==> src/hdl/rsae_pkg.sv <==
// ----------------------------------------------------------------------------
// rsae_pkg - shared types and constants for the status animation engine
// Microcode word layout, program addresses, status codes, register indexes
// and reset values.
// ----------------------------------------------------------------------------
package rsae_pkg;

  // Status codes
  localparam logic [3:0] ST_HEARTBEAT = 4'd1;
  localparam logic [3:0] ST_BREATHE   = 4'd2;
  localparam logic [3:0] ST_SPARKLE   = 4'd4;
  localparam logic [3:0] ST_BLEND     = 4'd15;

  // Phase increments per frame
  localparam logic [15:0] STEP_HEARTBEAT = 16'd875;
  localparam logic [15:0] STEP_BREATHE   = 16'd655;
  localparam logic [15:0] STEP_SPARKLE   = 16'd1;
  localparam logic [15:0] STEP_BLEND     = 16'd400;

  // Configuration register indexes
  typedef enum logic [2:0] {
    REG_HEARTBEAT   = 3'd0,
    REG_BREATHE     = 3'd1,
    REG_SPARKLE     = 3'd2,
    REG_BLEND_START = 3'd3,
    REG_BLEND_END   = 3'd4,
    REG_PEAK        = 3'd5
  } cfg_reg_t;

  localparam logic [23:0] RST_HEARTBEAT   = 24'hFF0000;
  localparam logic [23:0] RST_BREATHE     = 24'hFFFF00;
  localparam logic [23:0] RST_SPARKLE     = 24'h800080;
  localparam logic [23:0] RST_BLEND_START = 24'h0000FF;
  localparam logic [23:0] RST_BLEND_END   = 24'h00FFFF;
  localparam logic [7:0]  RST_PEAK        = 8'd128;

  localparam logic [6:0]  CHANCE_BRIGHT   = 7'd15;
  localparam logic [7:0]  K_FULL          = 8'd255;
  localparam logic [7:0]  K_THIRD         = 8'd171; // x/3 == (x*171)>>9 for 8-bit x

  // Microcode fields
  typedef enum logic [3:0] {
    OP_NOP, OP_DISPATCH, OP_MUL_ACC, OP_MUL_HB, OP_MUL_CH,
    OP_LERP, OP_SPK_MAX, OP_SPK_GLOW, OP_CLEAR
  } op_t;

  typedef enum logic [2:0] {
    A_TRI, A_POS, A_ACC, A_PEAK, A_DIFF, A_CH, A_COL
  } a_sel_t;

  typedef enum logic [1:0] {
    B_K255, B_K171, B_ACC, B_PEAK
  } b_sel_t;

  typedef enum logic [1:0] {
    POST_DIV255, POST_SHR15, POST_SHR13, POST_SHR9
  } post_t;

  typedef enum logic [1:0] {
    COND_NEXT, COND_JUMP, COND_GLOW
  } cond_t;

  typedef logic [4:0] pc_t;

  typedef struct packed {
    op_t        op;
    a_sel_t     a;
    b_sel_t     b;
    post_t      post;
    logic [1:0] k;       // color lane: 0 red, 1 green, 2 blue
    cond_t      cond;
    pc_t        target;
    logic       last;
  } uword_t;

  // Program entry points
  localparam pc_t PC_DISPATCH = 5'd0;
  localparam pc_t PC_HB       = 5'd1;
  localparam pc_t PC_BR       = 5'd3;
  localparam pc_t PC_SP       = 5'd6;
  localparam pc_t PC_SP_GLOW  = 5'd9;
  localparam pc_t PC_BL       = 5'd10;
  localparam pc_t PC_BLACK    = 5'd17;
  localparam pc_t PC_TAIL     = 5'd18;
  localparam pc_t PC_END      = 5'd20;

  function automatic uword_t uw(op_t op, a_sel_t a, b_sel_t b, post_t post,
                                logic [1:0] k, cond_t cond, pc_t target,
                                logic last);
    uword_t w;
    w.op     = op;
    w.a      = a;
    w.b      = b;
    w.post   = post;
    w.k      = k;
    w.cond   = cond;
    w.target = target;
    w.last   = last;
    return w;
  endfunction

  // Control store
  function automatic uword_t ucode(pc_t pc);
    uword_t w;
    case (pc)
      5'd0:  w = uw(OP_DISPATCH, A_ACC, B_K255, POST_DIV255, 2'd0, COND_NEXT, PC_DISPATCH, 1'b0);
      // heartbeat
      5'd1:  w = uw(OP_MUL_HB,  A_POS,  B_K255, POST_SHR13,  2'd0, COND_NEXT, PC_DISPATCH, 1'b0);
      5'd2:  w = uw(OP_MUL_ACC, A_ACC,  B_PEAK, POST_DIV255, 2'd0, COND_JUMP, PC_TAIL, 1'b0);
      // breathe
      5'd3:  w = uw(OP_MUL_ACC, A_TRI,  B_K255, POST_SHR15,  2'd0, COND_NEXT, PC_DISPATCH, 1'b0);
      5'd4:  w = uw(OP_MUL_ACC, A_ACC,  B_ACC,  POST_DIV255, 2'd0, COND_NEXT, PC_DISPATCH, 1'b0);
      5'd5:  w = uw(OP_MUL_ACC, A_ACC,  B_PEAK, POST_DIV255, 2'd0, COND_JUMP, PC_TAIL, 1'b0);
      // sparkle
      5'd6:  w = uw(OP_MUL_ACC, A_PEAK, B_K171, POST_SHR9,   2'd0, COND_NEXT, PC_DISPATCH, 1'b0);
      5'd7:  w = uw(OP_NOP,     A_ACC,  B_K255, POST_DIV255, 2'd0, COND_GLOW, PC_SP_GLOW, 1'b0);
      5'd8:  w = uw(OP_SPK_MAX, A_ACC,  B_K255, POST_DIV255, 2'd0, COND_JUMP, PC_TAIL, 1'b0);
      5'd9:  w = uw(OP_SPK_GLOW, A_ACC, B_K255, POST_DIV255, 2'd0, COND_JUMP, PC_TAIL, 1'b0);
      // blend
      5'd10: w = uw(OP_MUL_ACC, A_TRI,  B_K255, POST_SHR15,  2'd0, COND_NEXT, PC_DISPATCH, 1'b0);
      5'd11: w = uw(OP_LERP,    A_DIFF, B_ACC,  POST_DIV255, 2'd0, COND_NEXT, PC_DISPATCH, 1'b0);
      5'd12: w = uw(OP_LERP,    A_DIFF, B_ACC,  POST_DIV255, 2'd1, COND_NEXT, PC_DISPATCH, 1'b0);
      5'd13: w = uw(OP_LERP,    A_DIFF, B_ACC,  POST_DIV255, 2'd2, COND_NEXT, PC_DISPATCH, 1'b0);
      5'd14: w = uw(OP_MUL_CH,  A_CH,   B_PEAK, POST_DIV255, 2'd0, COND_NEXT, PC_DISPATCH, 1'b0);
      5'd15: w = uw(OP_MUL_CH,  A_CH,   B_PEAK, POST_DIV255, 2'd1, COND_NEXT, PC_DISPATCH, 1'b0);
      5'd16: w = uw(OP_MUL_CH,  A_CH,   B_PEAK, POST_DIV255, 2'd2, COND_NEXT, PC_DISPATCH, 1'b1);
      // black
      5'd17: w = uw(OP_CLEAR,   A_ACC,  B_K255, POST_DIV255, 2'd0, COND_NEXT, PC_DISPATCH, 1'b1);
      // common tail: color lane times brightness
      5'd18: w = uw(OP_MUL_CH,  A_COL,  B_ACC,  POST_DIV255, 2'd0, COND_NEXT, PC_DISPATCH, 1'b0);
      5'd19: w = uw(OP_MUL_CH,  A_COL,  B_ACC,  POST_DIV255, 2'd1, COND_NEXT, PC_DISPATCH, 1'b0);
      5'd20: w = uw(OP_MUL_CH,  A_COL,  B_ACC,  POST_DIV255, 2'd2, COND_NEXT, PC_DISPATCH, 1'b1);
      default: w = uw(OP_CLEAR, A_ACC,  B_K255, POST_DIV255, 2'd0, COND_NEXT, PC_DISPATCH, 1'b1);
    endcase
    return w;
  endfunction

  function automatic pc_t entry_of(logic [3:0] status);
    pc_t pc;
    case (status)
      ST_HEARTBEAT: pc = PC_HB;
      ST_BREATHE:   pc = PC_BR;
      ST_SPARKLE:   pc = PC_SP;
      ST_BLEND:     pc = PC_BL;
      default:      pc = PC_BLACK;
    endcase
    return pc;
  endfunction

  function automatic logic [15:0] phase_step(logic [3:0] status);
    logic [15:0] s;
    case (status)
      ST_HEARTBEAT: s = STEP_HEARTBEAT;
      ST_BREATHE:   s = STEP_BREATHE;
      ST_SPARKLE:   s = STEP_SPARKLE;
      ST_BLEND:     s = STEP_BLEND;
      default:      s = 16'd0;
    endcase
    return s;
  endfunction

  // Lane of a packed RRGGBB word
  function automatic logic [7:0] chan_of(logic [23:0] rgb, logic [1:0] k);
    logic [7:0] c;
    case (k)
      2'd0:    c = rgb[23:16];
      2'd1:    c = rgb[15:8];
      2'd2:    c = rgb[7:0];
      default: c = 8'd0;
    endcase
    return c;
  endfunction

  function automatic logic [23:0] set_chan(logic [23:0] rgb, logic [1:0] k,
                                           logic [7:0] c);
    logic [23:0] r;
    r = rgb;
    case (k)
      2'd0:    r[23:16] = c;
      2'd1:    r[15:8]  = c;
      2'd2:    r[7:0]   = c;
      default: r = rgb;
    endcase
    return r;
  endfunction

endpackage

==> src/hdl/rsae_if.sv <==
// ----------------------------------------------------------------------------
// rsae_if - request channels of the status animation engine
// Frame request in, RGB level request out; valid/ready handshake.
// ----------------------------------------------------------------------------
interface rsae_in_if;
  logic       valid;
  logic       ready;
  logic [3:0] status_code;
  logic [7:0] spark_draw;
  logic [6:0] chance_draw;
  logic [5:0] glow_draw;

  modport source (output valid, status_code, spark_draw, chance_draw, glow_draw,
                  input ready);
  modport sink   (input valid, status_code, spark_draw, chance_draw, glow_draw,
                  output ready);
endinterface

interface rsae_out_if;
  logic       valid;
  logic       ready;
  logic [7:0] red_level;
  logic [7:0] green_level;
  logic [7:0] blue_level;

  modport source (output valid, red_level, green_level, blue_level, input ready);
  modport sink   (input valid, red_level, green_level, blue_level, output ready);
endinterface

==> src/hdl/rgb_status_animation_engine_unit.sv <==
// ----------------------------------------------------------------------------
// rgb_status_animation_engine_unit - status LED animation frame generator
// Microcoded engine that turns one frame request into one RGB color.
// ----------------------------------------------------------------------------
// One frame request in, one RGB request out. Status 1 is a double-beat
// heartbeat, 2 a squared-triangle breathing curve, 4 a sparkle over a dim
// glow, 15 a triangle blend between two colors; any other code gives black.
// A 16-bit phase advances by a per-status step at the start of each frame.
// The work runs as a short microprogram over one shared 15x8 multiplier with
// a divide-by-255 and shift stage behind it; the multiplier does one product
// per program step. The next request is taken the cycle after the final step.
// The finished color sits in an output register, so a new request is taken
// while the previous color waits; the final step stalls only if that
// register is still full. Configuration writes (cfg_we, cfg_idx, cfg_data)
// are for the user to make only while idle; the block itself does not
// enforce this. Indexes 6 and 7 are ignored.
// ----------------------------------------------------------------------------
module rgb_status_animation_engine_unit (
  input  logic          clk,
  input  logic          rst_n,
  rsae_in_if.sink       in_ch,
  rsae_out_if.source    out_ch,
  input  logic          cfg_we,
  input  logic [2:0]    cfg_idx,
  input  logic [23:0]   cfg_data
);
  import rsae_pkg::*;

  // config registers
  logic [23:0] hb_col_r, br_col_r, sp_col_r, bl_start_r, bl_end_r;
  logic [7:0]  peak_r;

  // request latch
  logic [3:0] status_r;
  logic [7:0] spark_r;
  logic [6:0] chance_r;
  logic [5:0] glow_r;

  // sequencer and datapath
  logic        busy_r, busy_nxt;
  pc_t         pc_r, pc_nxt;
  logic [15:0] phase_r, phase_nxt;
  logic [23:0] col_r, col_nxt;
  logic [7:0]  acc_r, acc_nxt;
  logic [23:0] ch_r, ch_nxt;

  // output register
  logic       out_valid_r, out_valid_nxt;
  logic [7:0] red_r, green_r, blue_r;

  uword_t      uw_c;
  logic        hold, step_en, in_fire;
  logic [14:0] tri_m, opa;
  logic [7:0]  opb;
  logic [22:0] prod;
  logic [16:0] dsum;
  logic [7:0]  res8, hb8;
  logic [7:0]  bs, be, diff, smax;
  logic [8:0]  gsum;
  logic [2:0]  seg;

  assign in_fire      = in_ch.valid && in_ch.ready;
  assign in_ch.ready  = !busy_r;
  assign out_ch.valid = out_valid_r;
  assign out_ch.red_level   = red_r;
  assign out_ch.green_level = green_r;
  assign out_ch.blue_level  = blue_r;

  // --- configuration ---
  always_ff @(posedge clk) begin
    if (!rst_n) begin
      hb_col_r   <= RST_HEARTBEAT;
      br_col_r   <= RST_BREATHE;
      sp_col_r   <= RST_SPARKLE;
      bl_start_r <= RST_BLEND_START;
      bl_end_r   <= RST_BLEND_END;
      peak_r     <= RST_PEAK;
    end else if (cfg_we) begin
      case (cfg_idx)
        REG_HEARTBEAT:   hb_col_r   <= cfg_data;
        REG_BREATHE:     br_col_r   <= cfg_data;
        REG_SPARKLE:     sp_col_r   <= cfg_data;
        REG_BLEND_START: bl_start_r <= cfg_data;
        REG_BLEND_END:   bl_end_r   <= cfg_data;
        REG_PEAK:        peak_r     <= cfg_data[7:0];
        default: ;
      endcase
    end
  end

  // --- request latch (payload, no reset) ---
  always_ff @(posedge clk) begin
    if (in_fire) begin
      status_r <= in_ch.status_code;
      spark_r  <= in_ch.spark_draw;
      chance_r <= in_ch.chance_draw;
      glow_r   <= in_ch.glow_draw;
    end
  end

  // --- datapath and sequencer ---
  always_comb begin
    uw_c    = ucode(pc_r);
    // final step waits while the previous color is still unclaimed
    hold    = uw_c.last && out_valid_r && !out_ch.ready;
    step_en = busy_r && !hold;

    // triangle: folded phase, 0..32767
    tri_m = phase_r[15] ? ~phase_r[14:0] : phase_r[14:0];

    bs   = chan_of(bl_start_r, uw_c.k);
    be   = chan_of(bl_end_r, uw_c.k);
    diff = (be >= bs) ? (be - bs) : (bs - be);

    case (uw_c.a)
      A_TRI:   opa = tri_m;
      A_POS:   opa = {2'b00, phase_r[12:0]};
      A_ACC:   opa = {7'd0, acc_r};
      A_PEAK:  opa = {7'd0, peak_r};
      A_DIFF:  opa = {7'd0, diff};
      A_CH:    opa = {7'd0, chan_of(ch_r, uw_c.k)};
      A_COL:   opa = {7'd0, chan_of(col_r, uw_c.k)};
      default: opa = 15'd0;
    endcase

    case (uw_c.b)
      B_K255:  opb = K_FULL;
      B_K171:  opb = K_THIRD;
      B_ACC:   opb = acc_r;
      B_PEAK:  opb = peak_r;
      default: opb = 8'd0;
    endcase

    prod = 23'(opa) * 23'(opb);

    // x/255 for x <= 255*255: (x + (x>>8) + 1) >> 8
    dsum = 17'(prod[15:0]) + 17'(prod[15:8]) + 17'd1;

    case (uw_c.post)
      POST_DIV255: res8 = dsum[15:8];
      POST_SHR15:  res8 = prod[22:15];
      POST_SHR13:  res8 = prod[20:13];
      POST_SHR9:   res8 = prod[16:9];
      default:     res8 = 8'd0;
    endcase

    // heartbeat segments: rise, fall, rise, fall, then rest
    seg = phase_r[15:13];
    case (seg)
      3'd0, 3'd2: hb8 = res8;
      3'd1, 3'd3: hb8 = K_FULL - res8;
      default:    hb8 = 8'd0;
    endcase

    smax = (spark_r > acc_r) ? spark_r : acc_r;
    gsum = {1'b0, acc_r} + 9'(glow_r);

    busy_nxt      = busy_r;
    pc_nxt        = pc_r;
    phase_nxt     = phase_r;
    col_nxt       = col_r;
    acc_nxt       = acc_r;
    ch_nxt        = ch_r;
    out_valid_nxt = out_valid_r && !out_ch.ready;

    if (in_fire) begin
      busy_nxt = 1'b1;
      pc_nxt   = PC_DISPATCH;
    end else if (step_en) begin
      case (uw_c.op)
        OP_DISPATCH: begin
          phase_nxt = phase_r + phase_step(status_r);
          case (status_r)
            ST_HEARTBEAT: col_nxt = hb_col_r;
            ST_BREATHE:   col_nxt = br_col_r;
            ST_SPARKLE:   col_nxt = sp_col_r;
            default:      col_nxt = col_r;
          endcase
        end
        OP_MUL_ACC:  acc_nxt = res8;
        OP_MUL_HB:   acc_nxt = hb8;
        OP_MUL_CH:   ch_nxt  = set_chan(ch_r, uw_c.k, res8);
        OP_LERP:     ch_nxt  = set_chan(ch_r, uw_c.k,
                                        (be >= bs) ? (bs + res8) : (bs - res8));
        OP_SPK_MAX:  acc_nxt = (smax > peak_r) ? peak_r : smax;
        OP_SPK_GLOW: acc_nxt = (gsum > {1'b0, peak_r}) ? peak_r : gsum[7:0];
        OP_CLEAR:    ch_nxt  = 24'd0;
        default: ;
      endcase

      if (uw_c.op == OP_DISPATCH) begin
        pc_nxt = entry_of(status_r);
      end else begin
        case (uw_c.cond)
          COND_JUMP: pc_nxt = uw_c.target;
          COND_GLOW: pc_nxt = (chance_r >= CHANCE_BRIGHT) ? uw_c.target : pc_r + 5'd1;
          default:   pc_nxt = pc_r + 5'd1;
        endcase
      end

      if (uw_c.last) begin
        busy_nxt      = 1'b0;
        out_valid_nxt = 1'b1;
      end
    end
  end

  always_ff @(posedge clk) begin
    if (!rst_n) begin
      busy_r      <= 1'b0;
      pc_r        <= PC_DISPATCH;
      phase_r     <= 16'd0;
      out_valid_r <= 1'b0;
    end else begin
      busy_r      <= busy_nxt;
      pc_r        <= pc_nxt;
      phase_r     <= phase_nxt;
      out_valid_r <= out_valid_nxt;
    end
  end

  always_ff @(posedge clk) begin
    col_r <= col_nxt;
    acc_r <= acc_nxt;
    ch_r  <= ch_nxt;
    if (step_en && uw_c.last) begin
      red_r   <= ch_nxt[23:16];
      green_r <= ch_nxt[15:8];
      blue_r  <= ch_nxt[7:0];
    end
  end

  // --- checks ---
  a_accept_starts: assert property (@(posedge clk) disable iff (!rst_n)
    in_fire |=> busy_r && pc_r == PC_DISPATCH)
    else $error("accepted request did not start at dispatch");

  a_phase_once: assert property (@(posedge clk) disable iff (!rst_n)
    busy_r && pc_r != PC_DISPATCH |=> $stable(phase_r))
    else $error("phase moved outside dispatch step");

  a_result_from_run: assert property (@(posedge clk) disable iff (!rst_n)
    $rose(out_ch.valid) |-> $past(busy_r) && !busy_r)
    else $error("result appeared without a finished program");

  a_pc_range: assert property (@(posedge clk) disable iff (!rst_n)
    busy_r |-> pc_r <= PC_END)
    else $error("step counter left the program");

endmodule

==> src/flat_wrapper.sv <==
// flat-port wrapper written by rule: the top's interface ports become plain ports
module rgb_status_animation_engine_unit_flat import rsae_pkg::*;
  (clk, rst_n, cfg_we, cfg_idx, cfg_data, in_ch_valid, in_ch_status_code, in_ch_spark_draw, in_ch_chance_draw, in_ch_glow_draw, in_ch_ready, out_ch_valid, out_ch_red_level, out_ch_green_level, out_ch_blue_level, out_ch_ready);
  rsae_in_if in_ch_i ();
  rsae_out_if out_ch_i ();
  input  logic clk;
  input  logic rst_n;
  input  logic cfg_we;
  input  logic [2:0] cfg_idx;
  input  logic [23:0] cfg_data;
  input wire logic [$bits(in_ch_i.valid)-1:0] in_ch_valid;
  input wire logic [$bits(in_ch_i.status_code)-1:0] in_ch_status_code;
  input wire logic [$bits(in_ch_i.spark_draw)-1:0] in_ch_spark_draw;
  input wire logic [$bits(in_ch_i.chance_draw)-1:0] in_ch_chance_draw;
  input wire logic [$bits(in_ch_i.glow_draw)-1:0] in_ch_glow_draw;
  output wire logic [$bits(in_ch_i.ready)-1:0] in_ch_ready;
  output wire logic [$bits(out_ch_i.valid)-1:0] out_ch_valid;
  output wire logic [$bits(out_ch_i.red_level)-1:0] out_ch_red_level;
  output wire logic [$bits(out_ch_i.green_level)-1:0] out_ch_green_level;
  output wire logic [$bits(out_ch_i.blue_level)-1:0] out_ch_blue_level;
  input wire logic [$bits(out_ch_i.ready)-1:0] out_ch_ready;
  assign in_ch_i.valid = in_ch_valid;
  assign in_ch_i.status_code = in_ch_status_code;
  assign in_ch_i.spark_draw = in_ch_spark_draw;
  assign in_ch_i.chance_draw = in_ch_chance_draw;
  assign in_ch_i.glow_draw = in_ch_glow_draw;
  assign in_ch_ready = in_ch_i.ready;
  assign out_ch_valid = out_ch_i.valid;
  assign out_ch_red_level = out_ch_i.red_level;
  assign out_ch_green_level = out_ch_i.green_level;
  assign out_ch_blue_level = out_ch_i.blue_level;
  assign out_ch_i.ready = out_ch_ready;
  rgb_status_animation_engine_unit u_core (.clk(clk), .rst_n(rst_n), .in_ch(in_ch_i), .out_ch(out_ch_i), .cfg_we(cfg_we), .cfg_idx(cfg_idx), .cfg_data(cfg_data));
endmodule
==> config.mk <==
export PLATFORM = sky130hd
export DESIGN_NAME = rgb_status_animation_engine_unit_flat
export DESIGN_NICKNAME = d
export VERILOG_FILES = /design/src/hdl/rsae_pkg.sv /design/src/hdl/rsae_if.sv /design/src/hdl/rgb_status_animation_engine_unit.sv /design/src/flat_wrapper.sv
export SDC_FILE = /design/constraint.sdc
export NUM_CORES = 1
export LEC_CHECK = 0
export BUFFER_PORTS_ARGS = -buffer_cell sky130_fd_sc_hd__clkbuf_2
export CAP_MARGIN = 5
export CORE_MARGIN = 2
export CORE_UTILIZATION = 56
export DETAILED_ROUTE_END_ITERATION = 10
export HOLD_SLACK_MARGIN = 0.08
export PLACE_DENSITY = 0.73
export SYNTH_ARGS = -nofsm -noshare
export SYNTH_HDL_FRONTEND = slang
export SYNTH_SLANG_ARGS = --single-unit
==> constraint.sdc <==
create_clock -name clk -period 25.8 [get_ports clk]
set_clock_uncertainty 0.1 [all_clocks]
set_input_delay 3.87 -clock clk [delete_from_list [all_inputs] [get_ports clk]]
set_output_delay 3.87 -clock clk [all_outputs]
set_load 0.1 [all_outputs]
## Word-level counts from Yosys, hierarchy flattened

Memory sizes are Yosys's and may differ from the RTL's. A register that Yosys moved wholly into a read port is not among the register bits.
Index checks and enable logic that the tools add are counted.

| storage, ports and cells | value |
|---|---|
| register bits after elaboration | 256 |
| memory bits (read-only) | 640 |
| bits of input ports | 57 |
| output and inout bits | 26 |
| word-level logic and storage cells | 149 |
| memories kept | 1 |

Memory list:

| memory | depth | bits a word | rd ports | clocked after Yosys merged registers in | wr ports | line | text |
|---|---|---|---|---|---|---|---|
| (name not given) | 32 | 20 | 1 | 1 | 0 | rsae_pkg.sv:105 | `case (pc)` |

| cells by class | value |
|---|---|
| add/sub/neg operators | 10 |
| multiply operators | 1 |
| $lt $le $gt $ge | 5 |
| equal/unequal tests | 36 |
| mux-type cells | 41 |
| bitwise logic cells | 3 |
| reductions and logical operators | 32 |

Operators by type and width:

| cell | number |
|---|---|
| 24-bit case mux with 3 select lines | 2 |
| 15-bit case mux with 7 select lines | 1 |
| 8-bit case mux with 3 select lines | 4 |
| 8-bit case mux with 4 select lines | 3 |
| 8-bit two-way mux | 11 |
| 16-bit two-way mux | 3 |
| 24-bit two-way mux | 2 |
| 10-bit case mux with 4 select lines | 1 |
| 8-bit subtractor | 3 |
| 15-bit by 8-bit multiplier with 23-bit output | 1 |
| 4-bit by 3-bit equality test with 1-bit output (second input constant) | 5 |
| 5-bit two-way mux | 4 |
| 5-bit case mux with 4 select lines | 1 |
| 3-bit by 2-bit equality test with 1-bit output (second input constant) | 6 |
| 16-bit by 1-bit adder with 16-bit output (second input constant) | 1 |
| 16-bit adder | 1 |
| 16-bit by 8-bit adder with 16-bit output | 1 |
| 8-bit > comparator | 2 |
| 8-bit case mux with 2 select lines | 1 |
| 3-bit equality test (second input constant) | 5 |
| 15-bit two-way mux | 1 |
| 15-bit NOT | 1 |
| 2-bit AND reduction | 7 |
| 2-bit equality test (second input constant) | 6 |
| other kinds (25) | 55 |

## Logic depth before layout (Yosys ltp)

| logic depth | value |
|---|---|
| depth after elaboration | 15 |
| mapped depth | 53 |
| mapped depth without buffers | 48 |

## Least setup slack after synthesis

Ideal clock, no wire load.

| timing | value |
|---|---|
| kind | register to register |
| start point | register u_core.uw_c[9] (netlist name) |
| end point | register u_core.red_r[3], in the netlist u_core.out_ch.red_level[3] (data pin) |
| library setup time | 0.264 ns |
| arrival | 11.512 ns |
| setup slack | 13.923 ns |
| cell stages (with the launch flop) | 51 |
| path buffers | 5 |
| period minus slack after synthesis | 11.877 ns |
| cell sequence | dfxtp_1 buf_6 buf_1 clkbuf_1 clkbuf_1 mux2i_1 o21a_1 inv_1 ha_1 fa_1 a22oi_1 o21a_1 o21a_1 o21ai_2 a21o_1 a211oi_1 nor2_1 xnor2_1 [... 15 more ...] o211a_1 inv_1 ha_1 a21oi_1 maj3_1 a41oi_2 mux2i_1 a21bo_1 buf_6 ha_1 nor3_1 xnor2_1 ha_1 a21oi_1 o21ai_1 xnor2_1 a21oi_1 o32a_1 |

| on the way | value |
|---|---|
| longest elaborated chain between the ends | 15 |

RTL lines:

| element | line | text |
|---|---|---|
| 2-bit equality test, or another cell as far along | rsae_pkg.sv:165 | `case (k)` |
| 8-bit case mux with 3 select lines | rsae_pkg.sv:165 |  |
| 8-bit subtractor or 8-bit greater-or-equal comparator (tied branches) | rgb_status_animation_engine_unit.sv:113, rgb_status_animation_engine_unit.sv:184 |  |
| 8-bit two-way mux | rgb_status_animation_engine_unit.sv:113 | `diff = (be >= bs) ? (be - bs) : (bs - be);` |
| 15-bit case mux with 7 select lines | rgb_status_animation_engine_unit.sv:115 | `case (uw_c.a)` |
| 15-bit by 8-bit multiplier with 23-bit output | rgb_status_animation_engine_unit.sv:134 | `prod = 23'(opa) * 23'(opb);` |
| 16-bit by 8-bit adder with 16-bit output | rgb_status_animation_engine_unit.sv:137 | `dsum = 17'(prod[15:0]) + 17'(prod[15:8]) + 17'd1;` |
| 16-bit by 1-bit adder with 16-bit output | rgb_status_animation_engine_unit.sv:137 |  |
| 8-bit case mux with 4 select lines | rgb_status_animation_engine_unit.sv:139 | `case (uw_c.post)` |
| 8-bit subtractor or 8-bit adder (tied branches) | rgb_status_animation_engine_unit.sv:184 | `(be >= bs) ? (bs + res8) : (bs - res8));` |
| 8-bit two-way mux | rgb_status_animation_engine_unit.sv:184 |  |
| 8-bit two-way mux | rsae_pkg.sv:178 | `case (k)` |
| 24-bit case mux with 3 select lines * | rgb_status_animation_engine_unit.sv:170 | `case (uw_c.op)` |
| 24-bit two-way mux * | rgb_status_animation_engine_unit.sv:169 | `end else if (step_en) begin` |
| 24-bit two-way mux * | rgb_status_animation_engine_unit.sv:166 | `if (in_fire) begin` |
| net u_core.ch_nxt[19] | rgb_status_animation_engine_unit.sv:45 | `logic [23:0] ch_r, ch_nxt;` |
| to (signal assigned) | rgb_status_animation_engine_unit.sv:227 | `red_r <= ch_nxt[23:16];` |
| to (decl) | rgb_status_animation_engine_unit.sv:49 | `logic [7:0] red_r, green_r, blue_r;` |

Mark *: on every way through the listed nets, which the timed path passes. The rest lies on a longest branch.
A chain may end at the register's enable or synchronous reset.

## Worst setup path in the final report

| timing | value |
|---|---|
| start point | register u_core.uw_c[8] (netlist name) |
| end point | register u_core.green_r[7], in the netlist u_core.out_ch.green_level[7] (data pin) |

| on the way | value |
|---|---|
| longest elaborated chain between the ends | 15 |

RTL lines:

| element | line | text |
|---|---|---|
| 2-bit equality test, or another cell as far along | rsae_pkg.sv:165 |  |
| 8-bit case mux with 3 select lines | rsae_pkg.sv:165 |  |
| 8-bit subtractor or 8-bit greater-or-equal comparator (tied branches) | rgb_status_animation_engine_unit.sv:113, rgb_status_animation_engine_unit.sv:184 |  |
| 8-bit two-way mux | rgb_status_animation_engine_unit.sv:113 |  |
| 15-bit case mux with 7 select lines | rgb_status_animation_engine_unit.sv:115 |  |
| 15-bit by 8-bit multiplier with 23-bit output | rgb_status_animation_engine_unit.sv:134 |  |
| 16-bit by 8-bit adder with 16-bit output | rgb_status_animation_engine_unit.sv:137 |  |
| 16-bit by 1-bit adder with 16-bit output | rgb_status_animation_engine_unit.sv:137 |  |
| 8-bit case mux with 4 select lines | rgb_status_animation_engine_unit.sv:139 |  |
| 8-bit subtractor or 8-bit adder (tied branches) | rgb_status_animation_engine_unit.sv:184 |  |
| 8-bit two-way mux | rgb_status_animation_engine_unit.sv:184 |  |
| 8-bit two-way mux | rsae_pkg.sv:178 |  |
| 24-bit case mux with 3 select lines * | rgb_status_animation_engine_unit.sv:170 |  |
| 24-bit two-way mux * | rgb_status_animation_engine_unit.sv:169 |  |
| 24-bit two-way mux * | rgb_status_animation_engine_unit.sv:166 |  |
| net u_core.ch_nxt[15] | rgb_status_animation_engine_unit.sv:45 |  |
| to (signal assigned) | rgb_status_animation_engine_unit.sv:228 | `green_r <= ch_nxt[15:8];` |
| to (decl) | rgb_status_animation_engine_unit.sv:49 |  |

Marked as above.

==> impl_metrics.csv <==
group,metric,value,unit
routing,drt-total-wl,54.31,mm
clock_network,cts_hold_buf,0,
clock_network,ctsResizeCount,0,
layout,final_common_cell,"nand2_1",
routing,vias_per_cell,5.934,
sta,setup_ws,12.87,ns
die,dieArea,35960,µm²
die,die_height,189.6,µm
flow_run,maxCapViolCount,0,
clock_network,cts_tree,"yes",
placement,dp.cells,2685,
die,coreArea,33700,µm²
placement,io_buffers,82,
grt,grt_max_degree,102,
die,io_pins,83,
synthesis,synth_nets,2507,
sta,period_share,50.10,%
sta,setup_viol,0,
synthesis,netlist_area,19300,µm²
routing,drt_iter0_markers,1256,
critical_path,start_kind,"register",
critical_path,endpoint_kind,"register",
layout,nets,2526,
synthesis,synth_top_area_cell,"dfxtp_1",
synthesis,synth_top_area_share,19.81,%
placement,place_area,19980,µm²
grt,grt_pass1_vias,15660,
grt,grt_usage,30.15,%
layout,num_antenna_cells,0,
critical_path,cp.arrival,13.12,ns
routing,ant_nets,0,
layout,layout_common_cells,"nand2_1 (430), dfxtp_1 (190), nor2_1 (189)",
layout,syn_to_final_growth,8.371,%
sta,drv_slew,0,
die,start_util,57.26,%
clock_network,insertion_delay,0.59,ns
critical_path,reg2regPathDepth,47,
synthesis,synth-seq-area-share,32.42,%
critical_path,required,25.99,ns
worst_hold_path,hp-class,"register to register",
placement,place_hpwl,40.48,mm
synthesis,synth.avg_cell_area,8.580,µm²
synthesis,postSynthCellCount,2249,
grt,antenna_found_initial,0,
sta,rsz0062_at_grt,"no",
synthesis,ys_top_cells_by_area,"dfxtp_1 (20%), edfxtp_1 (13%), fa_1 (8.6%)",
run_status,status,"completed",
sta,fin_setup_tns,0,ns
sta,fmax,77.37,MHz
clock_network,post_cts_buffers,0,
critical_path,crit_path_max_fanout,35,
synthesis,synth_cell_types,106,
critical_path,slowest_delay,0.95,ns
sta,relSlewSlack,22.86,%
grt,grt_pass1_wl,85.70,mm
routing,drt_pre_antenna_iters,5,
layout,n_fill_cell,2986,
layout,final_cells,2739,
grt,grt_overflow_total,0,
die,row_count,67,
routing,wl_per_cell,19.83,µm
critical_path,critical_path_class,"register to register",
synthesis,ys_seq_elements,272,
clock_network,clockBufferDepth,3,
sta,hold_viol,0,
layout,drive_above_1_share,10.21,%
routing,vias,16250,
clock_network,numCtsBuffers,29,
die,die_w,189.6,µm
routing,drc,0,
placement,pre_cts_ws,13.01,ns
clock_network,clk_pin_slew,0.06,ns
clock_network,cts_sinks,272,
clock_network,cts_root_buffer,"clkbuf_16",
synthesis,synth-edff-count,81,
critical_path,slowest_stage,"a221oi_1",
sta,worst_pin_slew,1.148,ns
placement,globalplace.congestion,0.9872,
sta,layout_min_cycle_time,12.93,ns
synthesis,synth-main-ff-cell,"dfxtp_1",
clock_network,h-tree-depth,1,
synthesis,async_flop_share,0,%
layout,final_area,20910,µm²
worst_hold_path,min_path_cells,2,
synthesis,synth_warnings,0,
==> worst max-delay path: cells and delay by family, from the launching register on <==
kind / cells / cell delay [ns]
AO/OA/AOI/OAI: 19 / 4.44
XOR/XNOR: 5 / 1.15
adder cells (fa/ha/maj): 11 / 4.50
buffers and inverters: 6 / 0.92
flip-flops: 1 / 0.32
AND/OR/NAND/NOR: 6 / 1.19
==> area by class of cell <==
| class | count | area [µm²] | share of cell area, % |
|---|---|---|---|
| Multi-Input combinational cell | 1706 | 12010 | 57.45 |
| Sequential cell | 272 | 6257 | 29.92 |
| Clock buffer | 44 | 843.3 | 4.033 |
| Inverter | 159 | 596.8 | 2.854 |
| Tap cell | 448 | 560.5 | 2.680 |
| Timing Repair Buffer | 100 | 548.0 | 2.621 |
| Clock inverter | 10 | 92.59 | 0.4427 |
==> sequential cells by signal, summed over array words and instances (netlist names), 8 cells and up <==
name                       count
u_core.ch_r                   24
u_core.acc_r                   8
u_core.spark_r                 8
u_core.hb_col_r               24
u_core.br_col_r               24
u_core.phase_r                16
u_core.peak_r                  8
u_core.sp_col_r               24
u_core.col_r                  24
u_core.uw_c                   16
u_core.out_ch.blue_level       8
u_core.out_ch.green_level      8
u_core.bl_start_r             24
u_core.out_ch.red_level        8
u_core.bl_end_r               24
==> metrics by stage <==
stage	utilization, %	hold slack [ns]
floorplan	-	0.3404
global placement	59.28	0.3492
detailed placement	59.28	0.3550
CTS	62.06	0.3648
global route	62.06	0.3834
finish	62.06	0.3640
==> final timing paths <==
path / end / start / slack (ns)
setup reg to reg: u_core.out_ch.green_level[7] / u_core.uw_c[8] / 12.87
hold / removal: u_core.sp_col_r[19] / u_core.sp_col_r[19] / 0.36
setup / recovery: u_core.out_ch.green_level[7] / u_core.uw_c[8] / 12.87
hold reg to reg: u_core.sp_col_r[19] / u_core.sp_col_r[19] / 0.36
==> Yosys cell counts (62+ instances only) <==
master    number
a21boi_0      81
a21oi_1      112
clkbuf_1      90
dfxtp_1      191
edfxtp_1      81
fa_1          83
ha_1         118
inv_1        156
mux2i_1       74
nand2_1      430
nand3_1       74
nor2_1       191
o21ai_0       62
==> metal layers <==
metal,track usage (%),part of all wire (%)
met4,8.289,2.5
met1,41.76,43
met2,49.69,47
met3,4.095,7.5
met5,0,0
==> kinds of logic (layout without fill, tap and decap cells) <==
| kind of cell | Yosys count | in the layout | share of synthesized area, % |
|---|---|---|---|
| AO/OA/AOI/OAI | 471 | 471 | 17.35 |
| flip-flops | 272 | 272 | 32.42 |
| adder cells (fa/ha/maj) | 202 | 202 | 16.31 |
| multiplexers | 92 | 92 | 5.044 |
| AND/OR/NAND/NOR | 870 | 870 | 19.97 |
| XOR/XNOR | 71 | 71 | 3.417 |
| buffers and inverters | 271 | 313 | 5.485 |
Power is not shown: default switching activity piles up to over one toggle a cycle in this logic, so the estimate is an artifact.
